[src/design/ttf_pkg.sv]
// ttf_pkg: shared types and constants for the triangle tangent frame block
// used by ttf_ctrl, ttf_dp and triangle_tangent_frame; no dependencies
package ttf_pkg;

  localparam int POS_W    = 24;
  localparam int TEX_W    = 20;
  localparam int OUT_W    = 16;
  localparam int EDGE_W   = POS_W + 1;
  localparam int DELTA_W  = TEX_W + 1;
  localparam int DET_W    = 2 * DELTA_W + 1;
  localparam int VEC_W    = 48;
  localparam int OPND_W   = 32;
  localparam int PROD_W   = 62;
  localparam int NORM_W   = 30;
  localparam int SUM_W    = 62;
  localparam int ROOT_W   = 64;
  localparam int LEN_W    = 32;
  localparam int QUO_W    = 15;
  localparam int DVS_W    = LEN_W + 1;
  localparam int REM_W    = DVS_W + QUO_W - 1;
  localparam int STEP_W   = 5;
  localparam int IN_W     = 3 * POS_W + 2 * TEX_W;
  localparam int FRAME_N  = 9;

  localparam logic [STEP_W-1:0] K_TB_LAST     = 5'd13;
  localparam logic [STEP_W-1:0] K_CROSS_FIRST = 5'd14;
  localparam logic [STEP_W-1:0] K_CROSS_LAST  = 5'd19;
  localparam logic [STEP_W-1:0] K_SQ_LAST     = 5'd2;
  localparam logic [STEP_W-1:0] K_SQRT_FIRST  = 5'd31;
  localparam logic [STEP_W-1:0] K_DIV_FIRST   = 5'd14;

  localparam logic [1:0] PH_FIRST  = 2'd0;
  localparam logic [1:0] PH_SECOND = 2'd1;
  localparam logic [1:0] PH_THIRD  = 2'd2;

  typedef enum logic [1:0] {
    VS_TAN,
    VS_BIN,
    VS_NRM
  } vec_sel_e;

  typedef enum logic [3:0] {
    ST_IDLE,
    ST_MUL,
    ST_ACC,
    ST_NLOAD,
    ST_SHIFT,
    ST_SQMUL,
    ST_SQACC,
    ST_SQRT_INIT,
    ST_SQRT,
    ST_DIV_INIT,
    ST_DIV,
    ST_WB,
    ST_FAIL,
    ST_DONE
  } ctrl_state_e;

  typedef enum logic [4:0] {
    DP_NOP,
    DP_HOLD1,
    DP_HOLD2,
    DP_EDGE,
    DP_MUL,
    DP_ACC,
    DP_NLOAD,
    DP_SHIFT,
    DP_SQMUL,
    DP_SQACC,
    DP_SQRT_INIT,
    DP_SQRT,
    DP_DIV_INIT,
    DP_DIV,
    DP_WB,
    DP_FAIL,
    DP_OUT
  } dp_op_e;

  typedef struct packed {
    dp_op_e              op;
    logic [STEP_W-1:0]   k;
    vec_sel_e            src;
  } dp_cmd_t;

  typedef struct packed {
    logic det_zero;
    logic mag_zero;
    logic need_right;
    logic need_left;
    logic out_free;
  } dp_status_t;

endpackage

[src/design/ttf_ctrl.sv]
// ttf_ctrl: sequencer for vertex intake, products, normalization and output
// depends on ttf_pkg; drives ttf_dp through command and status structs
module ttf_ctrl (
  input  logic                clk_i,
  input  logic                rst_ni,
  input  logic                in_valid_i,
  output logic                in_ready_o,
  input  ttf_pkg::dp_status_t status_i,
  output ttf_pkg::dp_cmd_t    cmd_o
);
  import ttf_pkg::*;

  ctrl_state_e       state_q, state_d;
  logic [STEP_W-1:0] k_q, k_d;
  vec_sel_e          src_q, src_d;
  logic [1:0]        phase_q, phase_d;

  always_ff @(posedge clk_i or negedge rst_ni) begin
    if (!rst_ni) begin
      state_q <= ST_IDLE;
      k_q     <= '0;
      src_q   <= VS_TAN;
      phase_q <= PH_FIRST;
    end else begin
      state_q <= state_d;
      k_q     <= k_d;
      src_q   <= src_d;
      phase_q <= phase_d;
    end
  end

  // next state
  always_comb begin
    state_d = state_q;
    k_d     = k_q;
    src_d   = src_q;
    phase_d = phase_q;
    unique case (state_q)
      ST_IDLE: begin
        if (in_valid_i) begin
          priority if (phase_q == PH_THIRD) begin
            phase_d = PH_FIRST;
            state_d = ST_MUL;
            k_d     = '0;
          end else if (phase_q == PH_SECOND) begin
            phase_d = PH_THIRD;
          end else begin
            phase_d = PH_SECOND;
          end
        end
      end
      ST_MUL: state_d = ST_ACC;
      ST_ACC: begin
        priority if (k_q == K_TB_LAST) begin
          if (status_i.det_zero) begin
            state_d = ST_FAIL;
          end else begin
            state_d = ST_NLOAD;
            src_d   = VS_TAN;
          end
        end else if (k_q == K_CROSS_LAST) begin
          state_d = ST_NLOAD;
          src_d   = VS_NRM;
        end else begin
          state_d = ST_MUL;
          k_d     = k_q + 1'b1;
        end
      end
      ST_NLOAD: state_d = ST_SHIFT;
      ST_SHIFT: begin
        priority if (status_i.mag_zero) begin
          state_d = ST_FAIL;
        end else if (!status_i.need_right && !status_i.need_left) begin
          state_d = ST_SQMUL;
          k_d     = '0;
        end else begin
          state_d = ST_SHIFT;
        end
      end
      ST_SQMUL: state_d = ST_SQACC;
      ST_SQACC: begin
        if (k_q == K_SQ_LAST) begin
          state_d = ST_SQRT_INIT;
        end else begin
          state_d = ST_SQMUL;
          k_d     = k_q + 1'b1;
        end
      end
      ST_SQRT_INIT: begin
        state_d = ST_SQRT;
        k_d     = K_SQRT_FIRST;
      end
      ST_SQRT: begin
        if (k_q == '0) begin
          state_d = ST_DIV_INIT;
        end else begin
          k_d = k_q - 1'b1;
        end
      end
      ST_DIV_INIT: begin
        state_d = ST_DIV;
        k_d     = K_DIV_FIRST;
      end
      ST_DIV: begin
        if (k_q == '0) begin
          state_d = ST_WB;
        end else begin
          k_d = k_q - 1'b1;
        end
      end
      ST_WB: begin
        unique case (src_q)
          VS_TAN: begin
            state_d = ST_NLOAD;
            src_d   = VS_BIN;
          end
          VS_BIN: begin
            state_d = ST_MUL;
            k_d     = K_CROSS_FIRST;
          end
          default: state_d = ST_DONE;
        endcase
      end
      ST_FAIL: state_d = ST_DONE;
      ST_DONE: begin
        if (status_i.out_free) begin
          state_d = ST_IDLE;
        end
      end
      default: state_d = ST_IDLE;
    endcase
  end

  // outputs
  always_comb begin
    in_ready_o = 1'b0;
    cmd_o.op   = DP_NOP;
    cmd_o.k    = k_q;
    cmd_o.src  = src_q;
    unique case (state_q)
      ST_IDLE: begin
        in_ready_o = 1'b1;
        if (in_valid_i) begin
          priority if (phase_q == PH_THIRD) begin
            cmd_o.op = DP_EDGE;
          end else if (phase_q == PH_SECOND) begin
            cmd_o.op = DP_HOLD2;
          end else begin
            cmd_o.op = DP_HOLD1;
          end
        end
      end
      ST_MUL:       cmd_o.op = DP_MUL;
      ST_ACC:       cmd_o.op = DP_ACC;
      ST_NLOAD:     cmd_o.op = DP_NLOAD;
      ST_SHIFT:     cmd_o.op = DP_SHIFT;
      ST_SQMUL:     cmd_o.op = DP_SQMUL;
      ST_SQACC:     cmd_o.op = DP_SQACC;
      ST_SQRT_INIT: cmd_o.op = DP_SQRT_INIT;
      ST_SQRT:      cmd_o.op = DP_SQRT;
      ST_DIV_INIT:  cmd_o.op = DP_DIV_INIT;
      ST_DIV:       cmd_o.op = DP_DIV;
      ST_WB:        cmd_o.op = DP_WB;
      ST_FAIL:      cmd_o.op = DP_FAIL;
      ST_DONE:      cmd_o.op = status_i.out_free ? DP_OUT : DP_NOP;
      default:      cmd_o.op = DP_NOP;
    endcase
  end

endmodule

[config.mk]
export PLATFORM = sky130hd
export DESIGN_NAME = ttf_ctrl
export DESIGN_NICKNAME = d
export VERILOG_FILES = /design/src/design/ttf_pkg.sv /design/src/design/ttf_ctrl.sv
export SDC_FILE = /design/constraint.sdc
export NUM_CORES = 1
export LEC_CHECK = 0
export ABC_AREA = 1
export BUFFER_PORTS_ARGS = -buffer_cell sky130_fd_sc_hd__buf_2
export CAP_MARGIN = 30
export CORE_ASPECT_RATIO = 1.1
export CORE_MARGIN = 8
export CORE_UTILIZATION = 35
export DETAILED_ROUTE_END_ITERATION = 12
export GPL_ROUTABILITY_DRIVEN = 0
export PLACE_DENSITY = 0.66
export SYNTH_ARGS = -nofsm -noshare
export SYNTH_HDL_FRONTEND = slang
export SYNTH_SLANG_ARGS = --single-unit
[constraint.sdc]
create_clock -name clk_i -period 1.8 [get_ports clk_i]
set_input_delay 0.18 -clock clk_i [delete_from_list [all_inputs] [get_ports clk_i]]
set_output_delay 0.18 -clock clk_i [all_outputs]
set_load 0.02 [all_outputs]
==> impl_metrics.json, run 1 <==
{
  "clockPowerShare_pct": 6.2,
  "viasPerCell": 5.16,
  "avgSynthCellArea_um2": 6.41,
  "worst_hold_path_type": "in -> reg",
  "tns_ns": -0.00563,
  "fp-row-count": 22,
  "port_buffers": 20,
  "area_delta_synth_final_pct": 42.6,
  "wl_um": 3780,
  "numCtsBuffers": 3,
  "slew_viol_final": 0,
  "p_sw_share_pct": 52.2,
  "grt_max_degree": 14,
  "startpoint_type": "register",
  "first_global_vias": 1314,
  "peakVddDrop_v": 0.000669,
  "cts_root_buf": "clkbuf_4",
  "diodes": 0,
  "route.vias.total": 1393,
  "drv_cap": 0,
  "status": "finished, violations left",
  "dieHeight_um": 77.4,
  "clkTransAtPathRegs_ns": 0.10,
  "skew_ns": 0.00831,
  "layout_commonest_cell": "nand2_1",
  "finalCritPeriodShare_pct": 100,
  "period_needed_ns": 1.81,
  "cellInternalPower_mw": 1.49,
  "antenna_found_initial": 0,
  "wire_per_inst_um": 14.0,
  "worstMarginPinSlew_ns": 0.344,
  "grt-ovfl-total": 0,
  "die_area_um2": 5560,
  "crit_required_ns": 1.98,
  "yosys_register_bits": 13,
  "ff2ff_path_depth": 14,
  "rsz0062_at_grt": "yes",
  "firstDrtPassIters": 4,
  "synth_area_um2": 1200,
  "hpwl_um": 2650,
  "clock_sinks": 13,
  "yosysSeqAreaShare_pct": 27.1,
  "synth.area.top_cells": "dfrtp_1 (27%), nand2_1 (18%), inv_1 (7.5%), nor2_1 (6.6%), ha_1 (6.3%)",
  "cts_tree": "done",
  "drtAntennaViolNets": 0,
  "p_total_mw": 3.12,
  "ios": 21,
  "violations": "setup timing",
  "seqPwrFrac_pct": 18.7,
  "hold_depth": 5,
  "core_um2": 3300,
  "post-place-ws_ns": 0.0123,
  "drc": 0,
  "final_cell_mix": "nand2_1 (51), buf_4 (21), inv_1 (20)",
  "synth_top_area_share_pct": 27.1,
  "hold_slack_ns": 0.234,
  "critPathKind": "reg -> reg",
  "drt_iter0_drc": 69,
  "clk_latency_ns": 0.29,
  "fin_nets": 249,
  "grt_pass1_wl_um": 5750,
  "synth.distinct_cells": 31,
  "p_leak_nw": 0.896,
  "setup_viol": 1,
  "htreeDepth": 1,
  "initial_utilization_pct": 36.3,
  "drive_above_1_share_pct": 41.0,
  "hold_viol": 0,
  "p_comb_share_pct": 75.1,
  "synth_nets": 201,
  "p_sw_mw": 1.63,
  "syn_inst": 187,
  "yosysWarnings": 0,
  "critPathCaptureType": "register",
  "die_w_um": 71.8,
  "grt_usage_pct": 12.5,
  "critPathMaxFanout": 4,
  "slew_headroom_pct": 77.0,
  "cp_data_arrival_time_ns": 1.98,
  "setup_slack_ns": -0.00563,
  "clock_path_buffers": 2,
  "pwr_density_cell_nw_per_um2": 1830,
  "yosys.area.top_type": "dfrtp_1",
  "fmax_mhz": 554
}
[cell type report]
| type | instances | area (um^2) |
|---|---|---|
| fillers | 325 | 1590 |
| multi-input cells | 145 | 890 |
| flip-flops and latches | 13 | 330 |
| repair buffers | 43 | 300 |
| inverters | 29 | 116 |
| well taps | 36 | 45.0 |
| clock buffers | 3 | 22.5 |
| clock inverters | 1 | 5.00 |
[flip-flops by register name (all words and copies together) (netlist names)]
register	count
state_q	4
src_q	2
phase_q	2
k_q	5
[power by group through the flow]
stage	Sequential (mW)	Clock, mW	Combinational, mW
after global placement	0.583	0	1.77
after detailed placement	0.588	0	1.78
after floorplan	0.608	0	1.24
after CTS	0.550	0.199	1.96
final	0.584	0.194	2.34
after global routing	0.600	0.208	2.56
[through the flow]
step,instance area [um^2],utilization [%],cells
after global placement,1390,42.2,249
after detailed placement,1390,42.2,249
after floorplan,1200,-,187
final,1710,51.7,270
after global routing,1710,51.7,270
after CTS,1510,45.6,260
[worst paths after layout]
check | from | endpoint | slack [ns]
max reg2reg | state_q[2]$_DFFE_PN0P_ | k_q[4]$_DFFE_PN0P_ | -0.006
min reg2reg | phase_q[0]$_DFFE_PN0P_ | phase_q[0]$_DFFE_PN0P_ | 0.57
max | state_q[2]$_DFFE_PN0P_ | k_q[4]$_DFFE_PN0P_ | -0.006
max in group asynchronous | rst_ni | state_q[1]$_DFFE_PN0P_ | 1.22
min in group asynchronous | rst_ni | phase_q[1]$_DFFE_PN0P_ | 0.32
min | status_i[3] | state_q[3]$_DFFE_PN0P_ | 0.23
[cells in the mapped netlist (all sizes together)]
library cell	instances
o21ai	6
a31oi	1
o2111ai	1
inv	29
o211a	1
dfrtp	13
nor3b	1
nand3b	2
nor2	27
xor2	1
ha	6
or2	3
a21boi	1
o22ai	1
nand2	63
nand4	4
nor3	3
o211ai	1
nand3	12
xnor2	1
a21oi	10
[what timing repair did]
item / 4_1_cts / 5_1_grt
pin swaps: 0 / 16
hold buffers: 1 / 0
setup buffers: 6 / 10
hold endpoints to repair: 13 / 0
gates resized for setup: 9 / 33
setup endpoints to repair: 3 / 8
[per-layer routing]
| metal | track usage (%) | vias up | wire [um] |
|---|---|---|---|
| met2 | 21.3 | 39 | 1970 |
| met3 | 1.93 | 6 | 171 |
| met4 | 6.13 | 0 | 57 |
| met5 | 0 | - | 0 |
| li1 | - | 700 | - |
| met1 | 14.8 | 648 | 1570 |
[critical path: stages, from the launching register on]
cell	delay, ns
dfrtp_2	0.46
buf_6	0.14
nor2_4	0.14
nand3_2	0.13
nand2_1	0.09
inv_1	0.04
ha_2	0.16
inv_2	0.05
nand2_2	0.06
nand2_2	0.09
nand3_2	0.08
nand2_2	0.06
nor2_2	0.04
nor2_1	0.09
nor2_1	0.05
[cells by family (layout without fill, tap and decap cells)]
family / Yosys count / in the layout / synth area share [%]
AND/OR/NAND/NOR: 115 / 115 / 45.2
buffers and inverters: 29 / 76 / 9.08
AO/OA/AOI/OAI: 22 / 22 / 10.9
flip-flops: 13 / 13 / 27.1
adder cells (fa/ha/maj): 6 / 6 / 6.26
XOR/XNOR: 2 / 2 / 1.46
(Power assumes the default switching activity.)
==> run 2: changes to the inputs <==
Settings changed: REMOVE_ABC_BUFFERS set to 1.
==> run 2 against run 1 <==
Effect of this change:
- the flow still finishes with violations (setup timing)
- die area unchanged
- cell area down 1.5%
- first-iteration DRC count up 22%
- utilization down 0.80 points
- power down 1.4%
- sequential share of layout area up 0.23 points
- largest power group unchanged
==> impl_metrics.json, run 2 (synthesis results as in run 1) <==
{
  "largest_register": "k_q",
  "route.vias.total": 1376,
  "die_area_um2": 5560,
  "setup_slack_ns": -0.00178,
  "setup_viol": 1,
  "wl_um": 3670,
  "layout_commonest_cell": "nand2_1",
  "tns_ns": -0.00178,
  "fp-row-count": 22,
  "final_cell_mix": "nand2_1 (53), inv_1 (20), buf_4 (20)",
  "grt_pass1_wl_um": 5810,
  "status": "finished, violations left",
  "hold_viol": 0,
  "clock_sinks": 13,
  "hold_depth": 4,
  "grt-ovfl-total": 0,
  "finalCritPeriodShare_pct": 100,
  "final_core_util_pct": 50.9,
  "pwr_density_cell_nw_per_um2": 1830,
  "drt_iter0_drc": 84,
  "diodes": 0,
  "core_um2": 3300,
  "peakVddDrop_v": 0.000838,
  "r2r_end": "k_q[4]$_DFFE_PN0P_",
  "firstDrtPassIters": 5,
  "crit_path_end": "k_q[4]$_DFFE_PN0P_",
  "die_w_um": 71.8,
  "reg.largest.list": "k_q x5, state_q x4",
  "cp_data_arrival_time_ns": 1.97,
  "r2r-start": "state_q[2]$_DFFE_PN0P_",
  "p_leak_nw": 0.884,
  "multi_input_area_um2": 882,
  "hpwl_um": 2610,
  "crit_required_ns": 1.97,
  "ios": 21,
  "rsz0062_at_grt": "yes",
  "worst_hold_path_type": "in -> reg",
  "cp_slowest_stage_delay_ns": 0.45,
  "violations": "setup timing",
  "area_delta_synth_final_pct": 40.4,
  "antenna_found_initial": 0,
  "fmax_mhz": 555,
  "dieHeight_um": 77.4,
  "grt_max_degree": 14,
  "critPathKind": "reg -> reg",
  "htreeDepth": 1,
  "drtAntennaViolNets": 0,
  "grt_usage_pct": 12.5,
  "drive_above_1_share_pct": 38.2,
  "critPathMaxFanout": 5,
  "largest_reg_flops": 5,
  "numCtsBuffers": 3,
  "fillers": 332,
  "cts_root_buf": "clkbuf_4",
  "initial_utilization_pct": 36.3,
  "clk_latency_ns": 0.28,
  "ff_latch_area_um2": 329,
  "cp_slowest_cell": "dfrtp_2",
  "worstPathCellList": "buf_4 -> nor2_4 -> nand2_2 -> nand2_2 -> nand2_1 -> inv_1 -> ha_2 -> inv_2 -> nand2_4 -> nand2_2 -> a21oi_2 -> nor2_1 -> nor2_1 -> nor2_1",
  "ff2ff_path_depth": 14,
  "rrSetupSlack_ns": -0.002,
  "wire_per_inst_um": 13.7,
  "viasPerCell": 5.12,
  "cts_tree": "done",
  "slew_headroom_pct": 74.6,
  "port_buffers": 20,
  "first_global_vias": 1309,
  "slew_viol_final": 0,
  "crit_start": "state_q[2]$_DFFE_PN0P_",
  "startpoint_type": "register",
  "skew_ns": 0.0107,
  "drv_cap": 0,
  "clock_path_buffers": 2,
  "period_needed_ns": 1.80,
  "worstMarginPinSlew_ns": 0.381,
  "clkTransAtPathRegs_ns": 0.08,
  "drc": 0,
  "critPathCaptureType": "register",
  "fin_nets": 248
}
run 2: cell count changes in the layout (fill, tap and decap cells not counted), sizes merged:
cell    delta
clkinv     -1
buf        -1
clkbuf     +1
run 2: routing by layer:
metal / global-route usage (%) / part of all wire (%) / up-vias
li1: - / - / 694
met1: 15.1 / 41 / 626
met2: 21.5 / 51 / 48
met3: 2.70 / 5.8 / 8
met4: 3.68 / 2.2 / 0
met5: 0 / 0 / -
run 2: cell type report:
| type | instances | share of cell area [%] |
|---|---|---|
| Inverter | 29 | 6.91 |
| Multi-Input combinational cell | 145 | 52.4 |
| Sequential cell | 13 | 19.6 |
| Tap cell | 36 | 2.68 |
| Clock buffer | 4 | 1.56 |
| Timing Repair Buffer | 42 | 16.9 |
run 2: how the worst min path moves through the flow:
stage | slack (ns) | from | endpoint
5_1_grt | 0.23 | status_i[0] | state_q[0]$_DFFE_PN0P_
6_report | 0.22 | status_i[0] | state_q[0]$_DFFE_PN0P_
3_3_place_gp | 0.1 | rst_ni | phase_q[0]$_DFFE_PN0P_
2_1_floorplan | -0.12 | rst_ni | k_q[0]$_DFFE_PN0P_
3_5_place_dp | 0.1 | rst_ni | phase_q[1]$_DFFE_PN0P_
4_1_cts | 0.22 | status_i[0] | state_q[0]$_DFFE_PN0P_
run 2: power by group:
part / leakage [nW] / internal (mW) / switching [mW]
Sequential: 0.154 / 0.415 / 0.168
Combinational: 0.715 / 0.974 / 1.33
Clock: 0.0150 / 0.0859 / 0.106
run 2: worst max-delay path: cells and delay by family, from the launching register on:
family / cells / cell delay (ns)
fa+ha+maj: 1 / 0.18
buf+inv: 3 / 0.27
simple gates: 9 / 0.67
compound gates: 1 / 0.13
flops: 1 / 0.45
run 2: repair_timing:
item	in CTS	in global routing
pin swaps	2	13
hold buffers	1	0
resized for setup	10	31
endpoints found under the setup margin	2	7
endpoints found under the hold margin	13	0
buffers inserted	7	8
run 2: through the flow:
stage               cells  hold WS [ns]  cell area (um^2)  worst slack [ns]  total power, mW
floorplan             187        -0.116              1200           -0.0715             1.83
finish                269         0.215              1680          -0.00178             3.08
global placement      249        0.0962              1390            0.0897             2.35
global route          269         0.227              1680            -0.130             3.36
detailed placement    249        0.0973              1390            0.0582             2.35
CTS                   261         0.220              1500           0.00836             2.71
==> run 3: changes to the inputs <==
Settings changed: CORE_UTILIZATION 35 to 41, PLACE_DENSITY 0.66 to 0.74.
==> run 3 against run 2 <==
Effect of this change:
- the run now ends clean
- wire length fell by 5.5%
- via count fell by 1.8%
- sequential power fell by 3%
- critical endpoint unchanged
==> impl_metrics.json, run 3 (synthesis results as in run 1) <==
{
  "hpwl_um": 2540,
  "setup_viol": 0,
  "wl_um": 3470,
  "p_leak_nw": 0.862,
  "clock_path_buffers": 2,
  "p_total_mw": 2.95,
  "first_global_vias": 1332,
  "slew_viol_final": 0,
  "final_cell_mix": "nand2_1 (52), inv_1 (21), nor2_1 (19)",
  "reg.largest.list": "k_q x5, state_q x4",
  "critPathKind": "reg -> reg",
  "worstMarginPinSlew_ns": 0.355,
  "period_needed_ns": 1.79,
  "wire_per_inst_um": 13.4,
  "crit_required_ns": 1.98,
  "htreeDepth": 1,
  "drtAntennaViolNets": 0,
  "finalCritPeriodShare_pct": 99.7,
  "min_to": "state_q[0]$_DFFE_PN0P_",
  "grt-ovfl-total": 0,
  "core_um2": 2780,
  "skew_ns": 0.00536,
  "grt_usage_pct": 14.1,
  "die_area_um2": 4910,
  "r2r-start": "state_q[2]$_DFFE_PN0P_",
  "critPathCaptureType": "register",
  "dieHeight_um": 72.7,
  "pwr_density_cell_nw_per_um2": 1810,
  "port_buffers": 20,
  "ff2ff_path_depth": 14,
  "largest_register": "k_q",
  "rsz0062_at_grt": "yes",
  "startpoint_type": "register",
  "hold_viol": 0,
  "cp_data_arrival_time_ns": 1.97,
  "area_delta_synth_final_pct": 35.6,
  "ios": 21,
  "drv_cap": 0,
  "worst_hold_path_type": "in -> reg",
  "rrSetupSlack_ns": 0.006,
  "route.vias.total": 1351,
  "multi_input_area_um2": 880,
  "drc": 0,
  "hold_depth": 4,
  "ff_latch_area_um2": 329,
  "cts_root_buf": "clkbuf_4",
  "drt_iter0_drc": 48,
  "fillers": 270,
  "setup_slack_ns": 0.00576,
  "cts_tree": "done",
  "fp-row-count": 20,
  "firstDrtPassIters": 4,
  "diodes": 0,
  "worstHoldStart": "status_i[0]",
  "post-place-ws_ns": 0.0266,
  "status": "completed",
  "viasPerCell": 5.20,
  "clkTransAtPathRegs_ns": 0.09,
  "grt_max_degree": 14,
  "layout_commonest_cell": "nand2_1",
  "largest_reg_flops": 5,
  "initial_utilization_pct": 43.2,
  "r2r_end": "k_q[4]$_DFFE_PN0P_",
  "clock_sinks": 13,
  "fmax_mhz": 557,
  "critPathMaxFanout": 6,
  "antenna_found_initial": 0,
  "drive_above_1_share_pct": 36.6,
  "grt_pass1_wl_um": 5620,
  "fin_nets": 242,
  "clk_latency_ns": 0.29,
  "final_core_util_pct": 58.5,
  "slew_headroom_pct": 76.3,
  "hold_slack_ns": 0.252,
  "peakVddDrop_v": 0.00102,
  "numCtsBuffers": 3,
  "die_w_um": 67.6
}
-- run 3: changes by cell type in the layout (fill, tap and decap cells not counted), moves of 2 or more --
cell,previous run,this run
inv_4,1,3
buf_6,3,1
buf_4,20,16
inv_2,7,5
-- run 3: timing repair --
action / CTS / global route
gates resized for setup: 7 / 29
setup buffers: 5 / 4
endpoints found under the setup margin: 2 / 8
pin swaps: 0 / 10
endpoints found under the hold margin: 13 / 0
hold buffers: 1 / 0
-- run 3: stage by stage --
| step | TNS (ns) | instance area [um^2] | instances |
|---|---|---|---|
| 6_report | 0 | 1630 | 260 |
| 5_1_grt | -0.364 | 1630 | 260 |
| 4_1_cts | -0.0181 | 1480 | 256 |
| 3_5_place_dp | 0 | 1390 | 246 |
| 3_3_place_gp | 0 | 1390 | 246 |
| 2_1_floorplan | -0.0715 | 1200 | 187 |
-- run 3: power by group --
group	switching [mW]	internal (mW)	total, mW
sequential	0.151	0.415	0.566
clock	0.105	0.0826	0.188
combinational	1.31	0.890	2.20
total	1.56	1.39	2.95
-- run 3: worst max-delay path: stages, from the launching register on --
cell	delay (ns)
dfrtp_2	0.44
buf_6	0.14
nor2_4	0.13
nand3_2	0.13
nand2_1	0.10
inv_1	0.04
ha_1	0.16
inv_1	0.07
nand2_2	0.08
nand2_2	0.09
nand3_2	0.06
nand2_1	0.06
nor2_1	0.04
nor2_1	0.09
nor2_1	0.04
-- run 3: how the worst max path moves through the flow --
| stage | to | slack (ns) | depth (start not counted) | start |
|---|---|---|---|---|
| 4_1_cts | cmd_o[7] | -0.02 | 7 | state_q[3]$_DFFE_PN0P_ |
| 6_report | k_q[4]$_DFFE_PN0P_ | 0.006 | 14 | state_q[2]$_DFFE_PN0P_ |
| 2_1_floorplan | cmd_o[7] | -0.07 | 6 | state_q[2]$_DFFE_PN0P_ |
| 5_1_grt | k_q[4]$_DFFE_PN0P_ | -0.16 | 14 | state_q[2]$_DFFE_PN0P_ |
| 3_3_place_gp | k_q[4]$_DFFE_PN0P_ | 0.08 | 14 | state_q[3]$_DFFE_PN0P_ |
| 3_5_place_dp | k_q[4]$_DFFE_PN0P_ | 0.03 | 10 | state_q[2]$_DFFE_PN0P_ |
-- run 3: final cells by class --
class | count | area share (%)
timing repair buffer | 36 | 14.2
inverter | 29 | 7.16
clock inverter | 1 | 0.308
multi-input combinational | 145 | 54.1
sequential | 13 | 20.2
tap | 33 | 2.54
clock buffer | 3 | 1.39
-- run 3: layer usage --
layer	part of all wire, %	GRT usage [%]	wire (um)	up-vias
met5	0	0	0	-
met4	2.3	4.65	80	0
met3	6.2	2.61	215	9
met2	48	23.4	1670	50
met1	43	17.6	1510	612
li1	-	-	-	680
